--- src/hw/rtl/rbri_pkg.sv ---
package rbri_pkg;

    typedef enum logic [2:0] {
        ST_IDLE,
        ST_LOAD,
        ST_MUL,
        ST_POST,
        ST_DONE
    } state_t;

    typedef enum logic [1:0] {
        OP_DERIV,
        OP_ADV,
        OP_FINAL,
        OP_END
    } op_t;

    typedef enum logic [1:0] {
        SUM_NONE,
        SUM_SET,
        SUM_ADD1,
        SUM_ADD2
    } sum_t;

    // one entry of the integration program
    typedef struct packed {
        op_t  op;
        logic src_tmp;   // derivative taken at the trial vector
        logic dst_tmp;   // advance writes the trial vector
        logic base_tmp;  // advance starts from the trial vector
        logic half;      // half step
        sum_t sum;       // weighted sum of slopes
    } step_t;

    localparam logic [1:0] METH_EULER  = 2'd0;
    localparam logic [1:0] METH_RK4    = 2'd1;
    localparam logic [1:0] METH_MID    = 2'd2;
    localparam logic [1:0] METH_VERLET = 2'd3;

    localparam logic [2:0] CFG_COEF_X = 3'd0;
    localparam logic [2:0] CFG_COEF_Y = 3'd1;
    localparam logic [2:0] CFG_COEF_Z = 3'd2;
    localparam logic [2:0] CFG_DT     = 3'd3;
    localparam logic [2:0] CFG_METHOD = 3'd4;

    localparam logic KIND_LOAD = 1'b0;
    localparam logic KIND_STEP = 1'b1;

    function automatic step_t prog_lookup(input logic [1:0] method, input logic [3:0] phase);
        step_t s;
        s = '0;
        s.op = OP_END;
        if (phase == 4'd0) begin
            s.op  = OP_DERIV;
            s.sum = (method == METH_RK4) ? SUM_SET : SUM_NONE;
        end else begin
            case (method)
                METH_EULER: begin
                    if (phase == 4'd1) s.op = OP_ADV;
                end
                METH_RK4: begin
                    case (phase)
                        4'd1, 4'd3: begin
                            s.op = OP_ADV; s.half = 1'b1; s.dst_tmp = 1'b1;
                        end
                        4'd2, 4'd4: begin
                            s.op = OP_DERIV; s.src_tmp = 1'b1; s.sum = SUM_ADD2;
                        end
                        4'd5: begin
                            s.op = OP_ADV; s.dst_tmp = 1'b1;
                        end
                        4'd6: begin
                            s.op = OP_DERIV; s.src_tmp = 1'b1; s.sum = SUM_ADD1;
                        end
                        4'd7: s.op = OP_FINAL;
                        default: s.op = OP_END;
                    endcase
                end
                default: begin
                    case (phase)
                        4'd1: begin
                            s.op = OP_ADV; s.half = 1'b1; s.dst_tmp = 1'b1;
                        end
                        4'd2: begin
                            s.op = OP_DERIV; s.src_tmp = 1'b1;
                        end
                        4'd3: begin
                            s.op       = OP_ADV;
                            s.half     = (method == METH_VERLET);
                            s.base_tmp = (method == METH_VERLET);
                        end
                        default: s.op = OP_END;
                    endcase
                end
            endcase
        end
        return s;
    endfunction

endpackage

--- src/hw/rtl/rbri_mul.sv ---
module rbri_mul import rbri_pkg::*; #(
    parameter int AW = 65,
    parameter int BW = 37
) (
    input  logic                    aclk,
    input  logic                    aresetn,
    input  logic                    load,
    input  logic signed [AW-1:0]    a_in,
    input  logic [BW-1:0]           b_in,
    output logic signed [AW+BW-1:0] prod,
    output logic                    done
);

    localparam int BD  = (BW + 7) / 8;
    localparam int BWR = BD * 8;
    localparam int UW  = AW + 9;
    localparam int CW  = (BD > 1) ? $clog2(BD) : 1;

    logic signed [AW-1:0]     a_reg;
    logic [BWR-1:0]           b_reg;
    logic signed [UW+BWR-1:0] acc_reg, acc_next;
    logic [CW-1:0]            cnt_reg;
    logic                     busy_reg, done_reg;
    logic signed [UW-1:0]     part, upper_sum;

    // radix-256 shift-add: add one digit product on top, then shift right one digit
    always_comb begin
        part      = a_reg * $signed({1'b0, b_reg[7:0]});
        upper_sum = $signed(acc_reg[UW+BWR-1:BWR]) + part;
        acc_next  = $signed({upper_sum, acc_reg[BWR-1:0]}) >>> 8;
    end

    always_ff @(posedge aclk) begin
        if (!aresetn) begin
            busy_reg <= 1'b0;
            done_reg <= 1'b0;
            cnt_reg  <= '0;
        end else begin
            done_reg <= 1'b0;
            if (load) begin
                busy_reg <= 1'b1;
                cnt_reg  <= '0;
            end else if (busy_reg) begin
                cnt_reg <= cnt_reg + 1'b1;
                if (cnt_reg == CW'(BD - 1)) begin
                    busy_reg <= 1'b0;
                    done_reg <= 1'b1;
                end
            end
        end
    end

    always_ff @(posedge aclk) begin
        if (load) begin
            a_reg   <= a_in;
            b_reg   <= BWR'(b_in);
            acc_reg <= '0;
        end else if (busy_reg) begin
            b_reg   <= b_reg >> 8;
            acc_reg <= acc_next;
        end
    end

    assign prod = acc_reg[AW+BW-1:0];
    assign done = done_reg;

endmodule

--- src/hw/rtl/rigid_body_rate_integrator.sv ---
// Load beat: from idle straight to the done state, which registers the result. Step beat:
// each multiply runs on the shared radix-256 unit over BD digits, BD = ceil(max(32,
// RATE_WIDTH+5)/8); a slope vector is 6 multiplies, an advance 3, the RK4 combine 6. One
// beat in flight; the next is taken while a result waits on m_tready. Reset (aresetn,
// synchronous): rates, coefficients, step zero, RK4.
module rigid_body_rate_integrator import rbri_pkg::*; #(
    parameter int RATE_WIDTH = 32
) (
    input  logic        aclk,
    input  logic        aresetn,
    input  logic        s_tvalid,
    output logic        s_tready,
    input  logic [95:0] s_tdata,   // omega_x_in, omega_y_in, omega_z_in
    input  logic        s_tuser,   // kind
    output logic        m_tvalid,
    input  logic        m_tready,
    output logic [95:0] m_tdata,   // omega_x_out, omega_y_out, omega_z_out
    output logic        m_tuser,   // saturated
    input  logic        cfg_we,
    input  logic [2:0]  cfg_index,
    input  logic [31:0] cfg_wdata
);

    localparam int W  = RATE_WIDTH;
    localparam int AW = 2 * W + 1;
    localparam int BW = (W + 5 > 32) ? W + 5 : 32;
    localparam int PW = AW + BW;
    localparam int SW = W + 3;
    localparam int K  = W + 7;
    localparam int XW = (W > 32) ? W : 32;

    localparam logic [BW-1:0] RECIP = BW'(((64'd1 << K) + 64'd5) / 64'd6);
    localparam logic signed [PW-1:0] RMAX   = {{(PW-W+1){1'b0}}, {(W-1){1'b1}}};
    localparam logic signed [PW-1:0] RMIN   = ~RMAX;
    localparam logic signed [PW-1:0] OFFSET = PW'(3) << (W + 2);
    localparam logic signed [PW-1:0] QBIAS  = PW'(1) << (W + 1);

    state_t state_reg, state_next;
    logic [3:0] phase_reg, phase_next;
    logic [1:0] comp_reg, comp_next;
    logic       mstep_reg, mstep_next;
    logic       flag_reg, flag_next;

    logic signed [W-1:0]  rate_reg [3];
    logic signed [W-1:0]  rate_next [3];
    logic signed [W-1:0]  tmp_reg [3];
    logic signed [W-1:0]  tmp_next [3];
    logic signed [W-1:0]  k_reg [3];
    logic signed [W-1:0]  k_next [3];
    logic signed [SW-1:0] sum_reg [3];
    logic signed [SW-1:0] sum_next [3];
    logic signed [30:0]   coef_reg [3];
    logic signed [30:0]   coef_next [3];
    logic [31:0]          dt_reg, dt_next;
    logic [1:0]           method_reg, method_next;

    logic        m_valid_reg, m_valid_next;
    logic [95:0] m_data_reg, m_data_next;
    logic        m_user_reg, m_user_next;

    logic                   mul_load, mul_done;
    logic signed [AW-1:0]   mul_a;
    logic [BW-1:0]          mul_b;
    logic signed [PW-1:0]   mul_prod;

    step_t                cur;
    logic signed [W-1:0]  src_j, src_k, base0, kv;
    logic [W-1:0]         mag_k;
    logic [30:0]          mag_c;
    logic signed [AW-1:0] a_first, a_second;
    logic signed [PW-1:0] inc, tprime, qv;
    logic [W:0]           kv_s, adv_s, fin_s;
    logic [W:0]           ld_s [3];
    logic                 next_comp;

    function automatic logic [W:0] sat_pw(input logic signed [PW-1:0] x);
        if (x > RMAX)
            return {1'b1, RMAX[W-1:0]};
        else if (x < RMIN)
            return {1'b1, RMIN[W-1:0]};
        else
            return {1'b0, x[W-1:0]};
    endfunction

    function automatic logic [31:0] out32(input logic signed [W-1:0] v);
        logic signed [XW-1:0] e;
        e = XW'(v);
        return e[31:0];
    endfunction

    rbri_mul #(.AW(AW), .BW(BW)) u_mul (
        .aclk    (aclk),
        .aresetn (aresetn),
        .load    (mul_load),
        .a_in    (mul_a),
        .b_in    (mul_b),
        .prod    (mul_prod),
        .done    (mul_done)
    );

    assign cur = prog_lookup(method_reg, phase_reg);

    // component under work always sits at position 0; vectors rotate after each one
    always_comb begin
        src_j    = cur.src_tmp ? tmp_reg[1] : rate_reg[1];
        src_k    = cur.src_tmp ? tmp_reg[2] : rate_reg[2];
        base0    = cur.base_tmp ? tmp_reg[0] : rate_reg[0];
        mag_k    = src_k[W-1] ? W'(-src_k) : W'(src_k);
        mag_c    = coef_reg[0][30] ? 31'(-coef_reg[0]) : 31'(coef_reg[0]);
        a_first  = src_k[W-1] ? -AW'(src_j) : AW'(src_j);
        a_second = coef_reg[0][30] ? -AW'($signed(mul_prod[2*W-1:0]))
                                   : AW'($signed(mul_prod[2*W-1:0]));
        kv_s     = sat_pw(mul_prod >>> 54);
        kv       = kv_s[W-1:0];
        inc      = cur.half ? (mul_prod >>> 33) : (mul_prod >>> 32);
        adv_s    = sat_pw(PW'(base0) + inc);
        tprime   = (mul_prod >>> 32) + OFFSET;
        qv       = (mul_prod >>> K) - QBIAS;
        fin_s    = sat_pw(PW'(rate_reg[0]) + qv);
        ld_s[0]  = sat_pw(PW'($signed(s_tdata[31:0])));
        ld_s[1]  = sat_pw(PW'($signed(s_tdata[63:32])));
        ld_s[2]  = sat_pw(PW'($signed(s_tdata[95:64])));
    end

    always_comb begin
        state_next = state_reg;
        case (state_reg)
            ST_IDLE: begin
                if (s_tvalid) state_next = (s_tuser == KIND_STEP) ? ST_LOAD : ST_DONE;
            end
            ST_LOAD: state_next = (cur.op == OP_END) ? ST_DONE : ST_MUL;
            ST_MUL:  if (mul_done) state_next = ST_POST;
            ST_POST: state_next = ST_LOAD;
            ST_DONE: if (!m_valid_reg || m_tready) state_next = ST_IDLE;
            default: state_next = ST_IDLE;
        endcase
    end

    always_comb begin
        logic signed [W-1:0]  r0, t0, k0;
        logic signed [SW-1:0] s0;
        logic signed [30:0]   c0;
        phase_next  = phase_reg;
        comp_next   = comp_reg;
        mstep_next  = mstep_reg;
        flag_next   = flag_reg;
        rate_next   = rate_reg;
        tmp_next    = tmp_reg;
        k_next      = k_reg;
        sum_next    = sum_reg;
        coef_next   = coef_reg;
        dt_next     = dt_reg;
        method_next = method_reg;
        m_valid_next = m_valid_reg && !m_tready;
        m_data_next = m_data_reg;
        m_user_next = m_user_reg;
        mul_load    = 1'b0;
        mul_a       = '0;
        mul_b       = '0;
        next_comp   = 1'b0;

        if (cfg_we) begin
            case (cfg_index)
                CFG_COEF_X: coef_next[0] = $signed(cfg_wdata[30:0]);
                CFG_COEF_Y: coef_next[1] = $signed(cfg_wdata[30:0]);
                CFG_COEF_Z: coef_next[2] = $signed(cfg_wdata[30:0]);
                CFG_DT:     dt_next = cfg_wdata;
                CFG_METHOD: method_next = cfg_wdata[1:0];
                default: ;
            endcase
        end

        case (state_reg)
            ST_IDLE: begin
                if (s_tvalid) begin
                    phase_next = '0;
                    comp_next  = '0;
                    mstep_next = 1'b0;
                    flag_next  = 1'b0;
                    if (s_tuser == KIND_LOAD) begin
                        rate_next[0] = ld_s[0][W-1:0];
                        rate_next[1] = ld_s[1][W-1:0];
                        rate_next[2] = ld_s[2][W-1:0];
                        flag_next    = ld_s[0][W] | ld_s[1][W] | ld_s[2][W];
                    end
                end
            end
            ST_LOAD: begin
                if (cur.op != OP_END) begin
                    mul_load = 1'b1;
                    case (cur.op)
                        OP_DERIV: begin
                            mul_a = mstep_reg ? a_second : a_first;
                            mul_b = mstep_reg ? BW'(mag_c) : BW'(mag_k);
                        end
                        OP_ADV: begin
                            mul_a = AW'(k_reg[0]);
                            mul_b = BW'(dt_reg);
                        end
                        default: begin
                            mul_a = mstep_reg ? tprime[AW-1:0] : AW'(sum_reg[0]);
                            mul_b = mstep_reg ? RECIP : BW'(dt_reg);
                        end
                    endcase
                end
            end
            ST_POST: begin
                case (cur.op)
                    OP_DERIV: begin
                        if (!mstep_reg) begin
                            mstep_next = 1'b1;
                        end else begin
                            k_next[0] = kv;
                            flag_next = flag_reg | kv_s[W];
                            case (cur.sum)
                                SUM_SET:  sum_next[0] = SW'(kv);
                                SUM_ADD1: sum_next[0] = sum_reg[0] + SW'(kv);
                                SUM_ADD2: sum_next[0] = sum_reg[0] + (SW'(kv) <<< 1);
                                default: ;
                            endcase
                            next_comp = 1'b1;
                        end
                    end
                    OP_ADV: begin
                        if (cur.dst_tmp) tmp_next[0] = adv_s[W-1:0];
                        else rate_next[0] = adv_s[W-1:0];
                        flag_next = flag_reg | adv_s[W];
                        next_comp = 1'b1;
                    end
                    OP_FINAL: begin
                        if (!mstep_reg) begin
                            mstep_next = 1'b1;
                        end else begin
                            rate_next[0] = fin_s[W-1:0];
                            flag_next    = flag_reg | fin_s[W];
                            next_comp    = 1'b1;
                        end
                    end
                    default: ;
                endcase
                if (next_comp) begin
                    mstep_next = 1'b0;
                    if (comp_reg == 2'd2) begin
                        comp_next  = '0;
                        phase_next = phase_reg + 1'b1;
                    end else begin
                        comp_next = comp_reg + 1'b1;
                    end
                    r0 = rate_next[0]; rate_next[0] = rate_next[1];
                    rate_next[1] = rate_next[2]; rate_next[2] = r0;
                    t0 = tmp_next[0]; tmp_next[0] = tmp_next[1];
                    tmp_next[1] = tmp_next[2]; tmp_next[2] = t0;
                    k0 = k_next[0]; k_next[0] = k_next[1];
                    k_next[1] = k_next[2]; k_next[2] = k0;
                    s0 = sum_next[0]; sum_next[0] = sum_next[1];
                    sum_next[1] = sum_next[2]; sum_next[2] = s0;
                    c0 = coef_next[0]; coef_next[0] = coef_next[1];
                    coef_next[1] = coef_next[2]; coef_next[2] = c0;
                end
            end
            ST_DONE: begin
                if (!m_valid_reg || m_tready) begin
                    m_valid_next = 1'b1;
                    m_data_next  = {out32(rate_reg[2]), out32(rate_reg[1]), out32(rate_reg[0])};
                    m_user_next  = flag_reg;
                end
            end
            default: ;
        endcase
    end

    always_ff @(posedge aclk) begin
        if (!aresetn) begin
            state_reg   <= ST_IDLE;
            phase_reg   <= '0;
            comp_reg    <= '0;
            mstep_reg   <= 1'b0;
            flag_reg    <= 1'b0;
            m_valid_reg <= 1'b0;
            dt_reg      <= '0;
            method_reg  <= METH_RK4;
            for (int i = 0; i < 3; i++) begin
                rate_reg[i] <= '0;
                coef_reg[i] <= '0;
            end
        end else begin
            state_reg   <= state_next;
            phase_reg   <= phase_next;
            comp_reg    <= comp_next;
            mstep_reg   <= mstep_next;
            flag_reg    <= flag_next;
            m_valid_reg <= m_valid_next;
            dt_reg      <= dt_next;
            method_reg  <= method_next;
            rate_reg    <= rate_next;
            coef_reg    <= coef_next;
        end
    end

    always_ff @(posedge aclk) begin
        tmp_reg    <= tmp_next;
        k_reg      <= k_next;
        sum_reg    <= sum_next;
        m_data_reg <= m_data_next;
        m_user_reg <= m_user_next;
    end

    assign s_tready = (state_reg == ST_IDLE);
    assign m_tvalid = m_valid_reg;
    assign m_tdata  = m_data_reg;
    assign m_tuser  = m_user_reg;

    a_done_in_mul: assert property (@(posedge aclk) disable iff (!aresetn)
        mul_done |-> state_reg == ST_MUL)
        else $error("multiplier finished outside the multiply state");

    a_comp_range: assert property (@(posedge aclk) disable iff (!aresetn)
        comp_reg != 2'd3)
        else $error("component counter out of range");

    a_idle_aligned: assert property (@(posedge aclk) disable iff (!aresetn)
        state_reg == ST_IDLE |-> (comp_reg == 2'd0 && !mstep_reg))
        else $error("vectors not aligned when idle");

    a_accept_dispatch: assert property (@(posedge aclk) disable iff (!aresetn)
        (s_tvalid && s_tready) |=> (state_reg == ST_LOAD || state_reg == ST_DONE))
        else $error("accepted beat not dispatched");

    a_result_from_done: assert property (@(posedge aclk) disable iff (!aresetn)
        $rose(m_tvalid) |-> $past(state_reg) == ST_DONE)
        else $error("result raised outside completion");

endmodule
--- config.mk ---
export PLATFORM = sky130hd
export DESIGN_NAME = rigid_body_rate_integrator
export DESIGN_NICKNAME = d
export VERILOG_FILES = /design/src/hw/rtl/rbri_pkg.sv /design/src/hw/rtl/rbri_mul.sv /design/src/hw/rtl/rigid_body_rate_integrator.sv
export SDC_FILE = /design/constraint.sdc
export NUM_CORES = 2
export LEC_CHECK = 0
export ABC_AREA = 1
export BUFFER_PORTS_ARGS = -buffer_cell sky130_fd_sc_hd__buf_2
export CORE_MARGIN = 10
export CORE_UTILIZATION = 35
export CTS_CLUSTER_SIZE = 40
export DETAILED_ROUTE_END_ITERATION = 8
export GPL_TIMING_DRIVEN = 0
export PLACE_DENSITY = 0.52
export SYNTH_ARGS = -nofsm -noshare
export SYNTH_HDL_FRONTEND = slang
export SYNTH_SLANG_ARGS = --single-unit
--- constraint.sdc ---
create_clock -name aclk -period 10.2 [get_ports aclk]
set_input_delay 1.02 -clock aclk [delete_from_list [all_inputs] [get_ports aclk]]
set_output_delay 1.02 -clock aclk [all_outputs]
set_load 0.005 [all_outputs]
==> flow_metrics.env <==
export IMPL_status="complete, but fails checks"
export IMPL_violations="max-capacitance violations, max-slew violations"
export IMPL_synth_commonest_cells="nand2_1 (3,189), inv_1 (2,249), a21oi_1 (955)"
export IMPL_gp_congestion=1.02
export IMPL_viasPerCell=5.39
export IMPL_die_height_um=503
export IMPL_crit_path_max_incr_delay_ps=750
export IMPL_max_cap_violations=2
export IMPL_clock_latency_ps=800
export IMPL_required_ps=10690
export IMPL_synthArstFlopShare_pct=0
export IMPL_setup_worst_path_class="reg2reg"
export IMPL_hold_slack_ps=419
export IMPL_cts_buffers=98
export IMPL_route_vias_total=82786
export IMPL_syn_num_nets=12897
export IMPL_tightest_slew_ps=1570
export IMPL_grt_pass1_wl_um=565000
export IMPL_cts_hold_buffers=0
export IMPL_syn_inst=11859
export IMPL_endpoint_kind="register"
export IMPL_wl_um=402000
export IMPL_cts_resized_gates=0
export IMPL_largest_reg_flops=106
export IMPL_wl_met2_um=175000
export IMPL_ys_dominant_reg_cell="edfxtp_1"
export IMPL_cpMaxStageDelayCell="nor3_1"
export IMPL_coreArea_um2=232000
export IMPL_skew_ps=73.9
export IMPL_nets=13246
export IMPL_grt_max_degree=109
export IMPL_final_min_clock_period_ps=9310
export IMPL_synth_distinct_cells=70
export IMPL_grt_usage_pct=30.6
export IMPL_synth_edff_count=492
export IMPL_grt_ovfl_total=0
export IMPL_wl_per_cell_um=26.2
export IMPL_synth_area_um2=81600
export IMPL_yosysMostFrequentCell="nand2_1"
export IMPL_slew_headroom_pct=-4.98
export IMPL_drt_iter0_drc=9824
export IMPL_path_common_cell="nand2_1"
export IMPL_clock_sinks=838
export IMPL_yosysWarningCount=0
export IMPL_yosysTopAreaCell="edfxtp_1"
export IMPL_clockBufferDepth=3
export IMPL_ant_nets=0
export IMPL_drt_met1_wl_um=175000
export IMPL_min_path_type="reg2reg"
export IMPL_htreeDepth=3
export IMPL_finalSetupTns_ps=0
export IMPL_die_x_um=503
export IMPL_drive_gt1_share_pct=5.35
export IMPL_cp_data_arrival_time_ps=9800
export IMPL_die_area_um2=253000
export IMPL_hold_viol=0
export IMPL_cts_tree="yes"
export IMPL_place_hpwl_um=340000
export IMPL_yosysSeqAreaShare_pct=26.6
export IMPL_synth_top_cell_area_share_pct=18.1
export IMPL_fmax_ghz=0.107
export IMPL_syn2layout_area_growth_pct=10.5
export IMPL_syn_area_per_cell_um2=6.88
export IMPL_setup_viol=0
export IMPL_grt_setup_unrepaired="false"
export IMPL_crit_buf_inv=4
export IMPL_final_period_utilization_pct=91.3
export IMPL_slew_viol_final=16
export IMPL_antenna_found_initial=34
export IMPL_grt_pass1_vias=78385
export IMPL_cpLargestDelayFamily="simple AND/OR/NAND/NOR gates"
export IMPL_initial_core_util_pct=35.1
export IMPL_critPathLaunchType="register"
export IMPL_drc=0
export IMPL_ys_ff_latch=838
export IMPL_std_cell_rows=177
export IMPL_clkTransAtPathRegs_ps=60
export IMPL_highest_layer="met5"
export IMPL_pin_count=236
export IMPL_cts_setup_buffers=0
export IMPL_dr_wl_met3_um=33700
export IMPL_io_buffer_count=234
export IMPL_cts_root_buf="clkbuf_16"
export IMPL_firstDrtPassIters=7
export IMPL_synth_top_cells_by_area="edfxtp_1 (18%), nand2_1 (15%), fa_1 (11%), inv_1 (10%), dfxtp_1 (8.5%)"
export IMPL_path_max_fanout=10
## cell type report
cell class              instances  area, µm²
multi-input cells            8268      49400
diodes                         11       27.5
clock inverters                55        571
repair buffers                249       1450
fillers                     25019     142000
well taps                    3043       3810
plain buffers                 481       2020
clock buffers                 130       2690
flip-flops and latches        838      21700
inverters                    2272       8530
## final timing paths
| kind | from | endpoint | slack [ps] | cells after the start |
|---|---|---|---|---|
| worst max register to register | phase_reg[0]$_SDFFE_PN0P_ | tmp_reg[71]$_DFFE_PP_ | 890 | 30 |
| worst min-delay path | sum_reg[0]$_DFFE_PP_ | sum_reg[35]$_DFFE_PP_ | 420 | 0 |
| worst max-delay path | phase_reg[0]$_SDFFE_PN0P_ | tmp_reg[71]$_DFFE_PP_ | 890 | 30 |
| worst min register to register | sum_reg[0]$_DFFE_PP_ | sum_reg[35]$_DFFE_PP_ | 420 | 0 |
## cell families after synthesis
logic type               Yosys count  synth area share, %
buffers and inverters           2753                 12.9
multiplexers                     106                 1.31
adder cells (fa/ha/maj)          901                 18.1
AND/OR/NAND/NOR                 4907                 24.7
flip-flops                       838                 26.6
XOR/XNOR                         110                 1.18
AO/OA/AOI/OAI                   2244                 15.2
## cells in the final DEF (no fill, tap or decap), drive strengths merged, types with 55 or more instances in the layout
cell type,synthesis,routed
xor2,75,75
o211ai,56,56
dfxtp,346,346
nand2,3204,3204
fa,469,469
clkbuf,382,512
a31oi,77,77
inv,2263,2267
a221oi,55,55
nor3,108,108
ha,432,432
buf,99,348
nand4,105,105
nor2,804,804
or2,71,71
o21ai,880,880
mux2i,106,106
edfxtp,492,492
nand3,493,493
a21oi,963,963
## worst register-to-register path, delay by kind of cell, from the launching register on
kind | cells | cell delay, ps
AO/OA/AOI/OAI | 3 | 870
adder cells (fa/ha/maj) | 3 | 1230
buffers and inverters | 4 | 1800
flip-flops | 1 | 330
AND/OR/NAND/NOR | 20 | 4800
## metrics by stage
stage	instances	instance area, µm²	worst slack [ps]	util, %
2_1_floorplan	11859	81600	3850	-
3_3_place_gp	15136	86600	231	37.3
3_5_place_dp	15149	86900	1410	37.4
4_1_cts	15334	90200	1370	38.8
5_1_grt	15338	90200	690	38.8
6_report	15347	90200	891	38.8
## per-layer routing
layer | up-vias | GRT usage, %
met2 | 3623 | 47.5
met3 | 621 | 5.85
met4 | 20 | 11.7
met5 | - | 0
met1 | 39935 | 42.1
li1 | 38587 | -
Power is left out: the tool's default activity adds up to more than one toggle a clock period on the data nets, which glitch-free logic cannot reach.
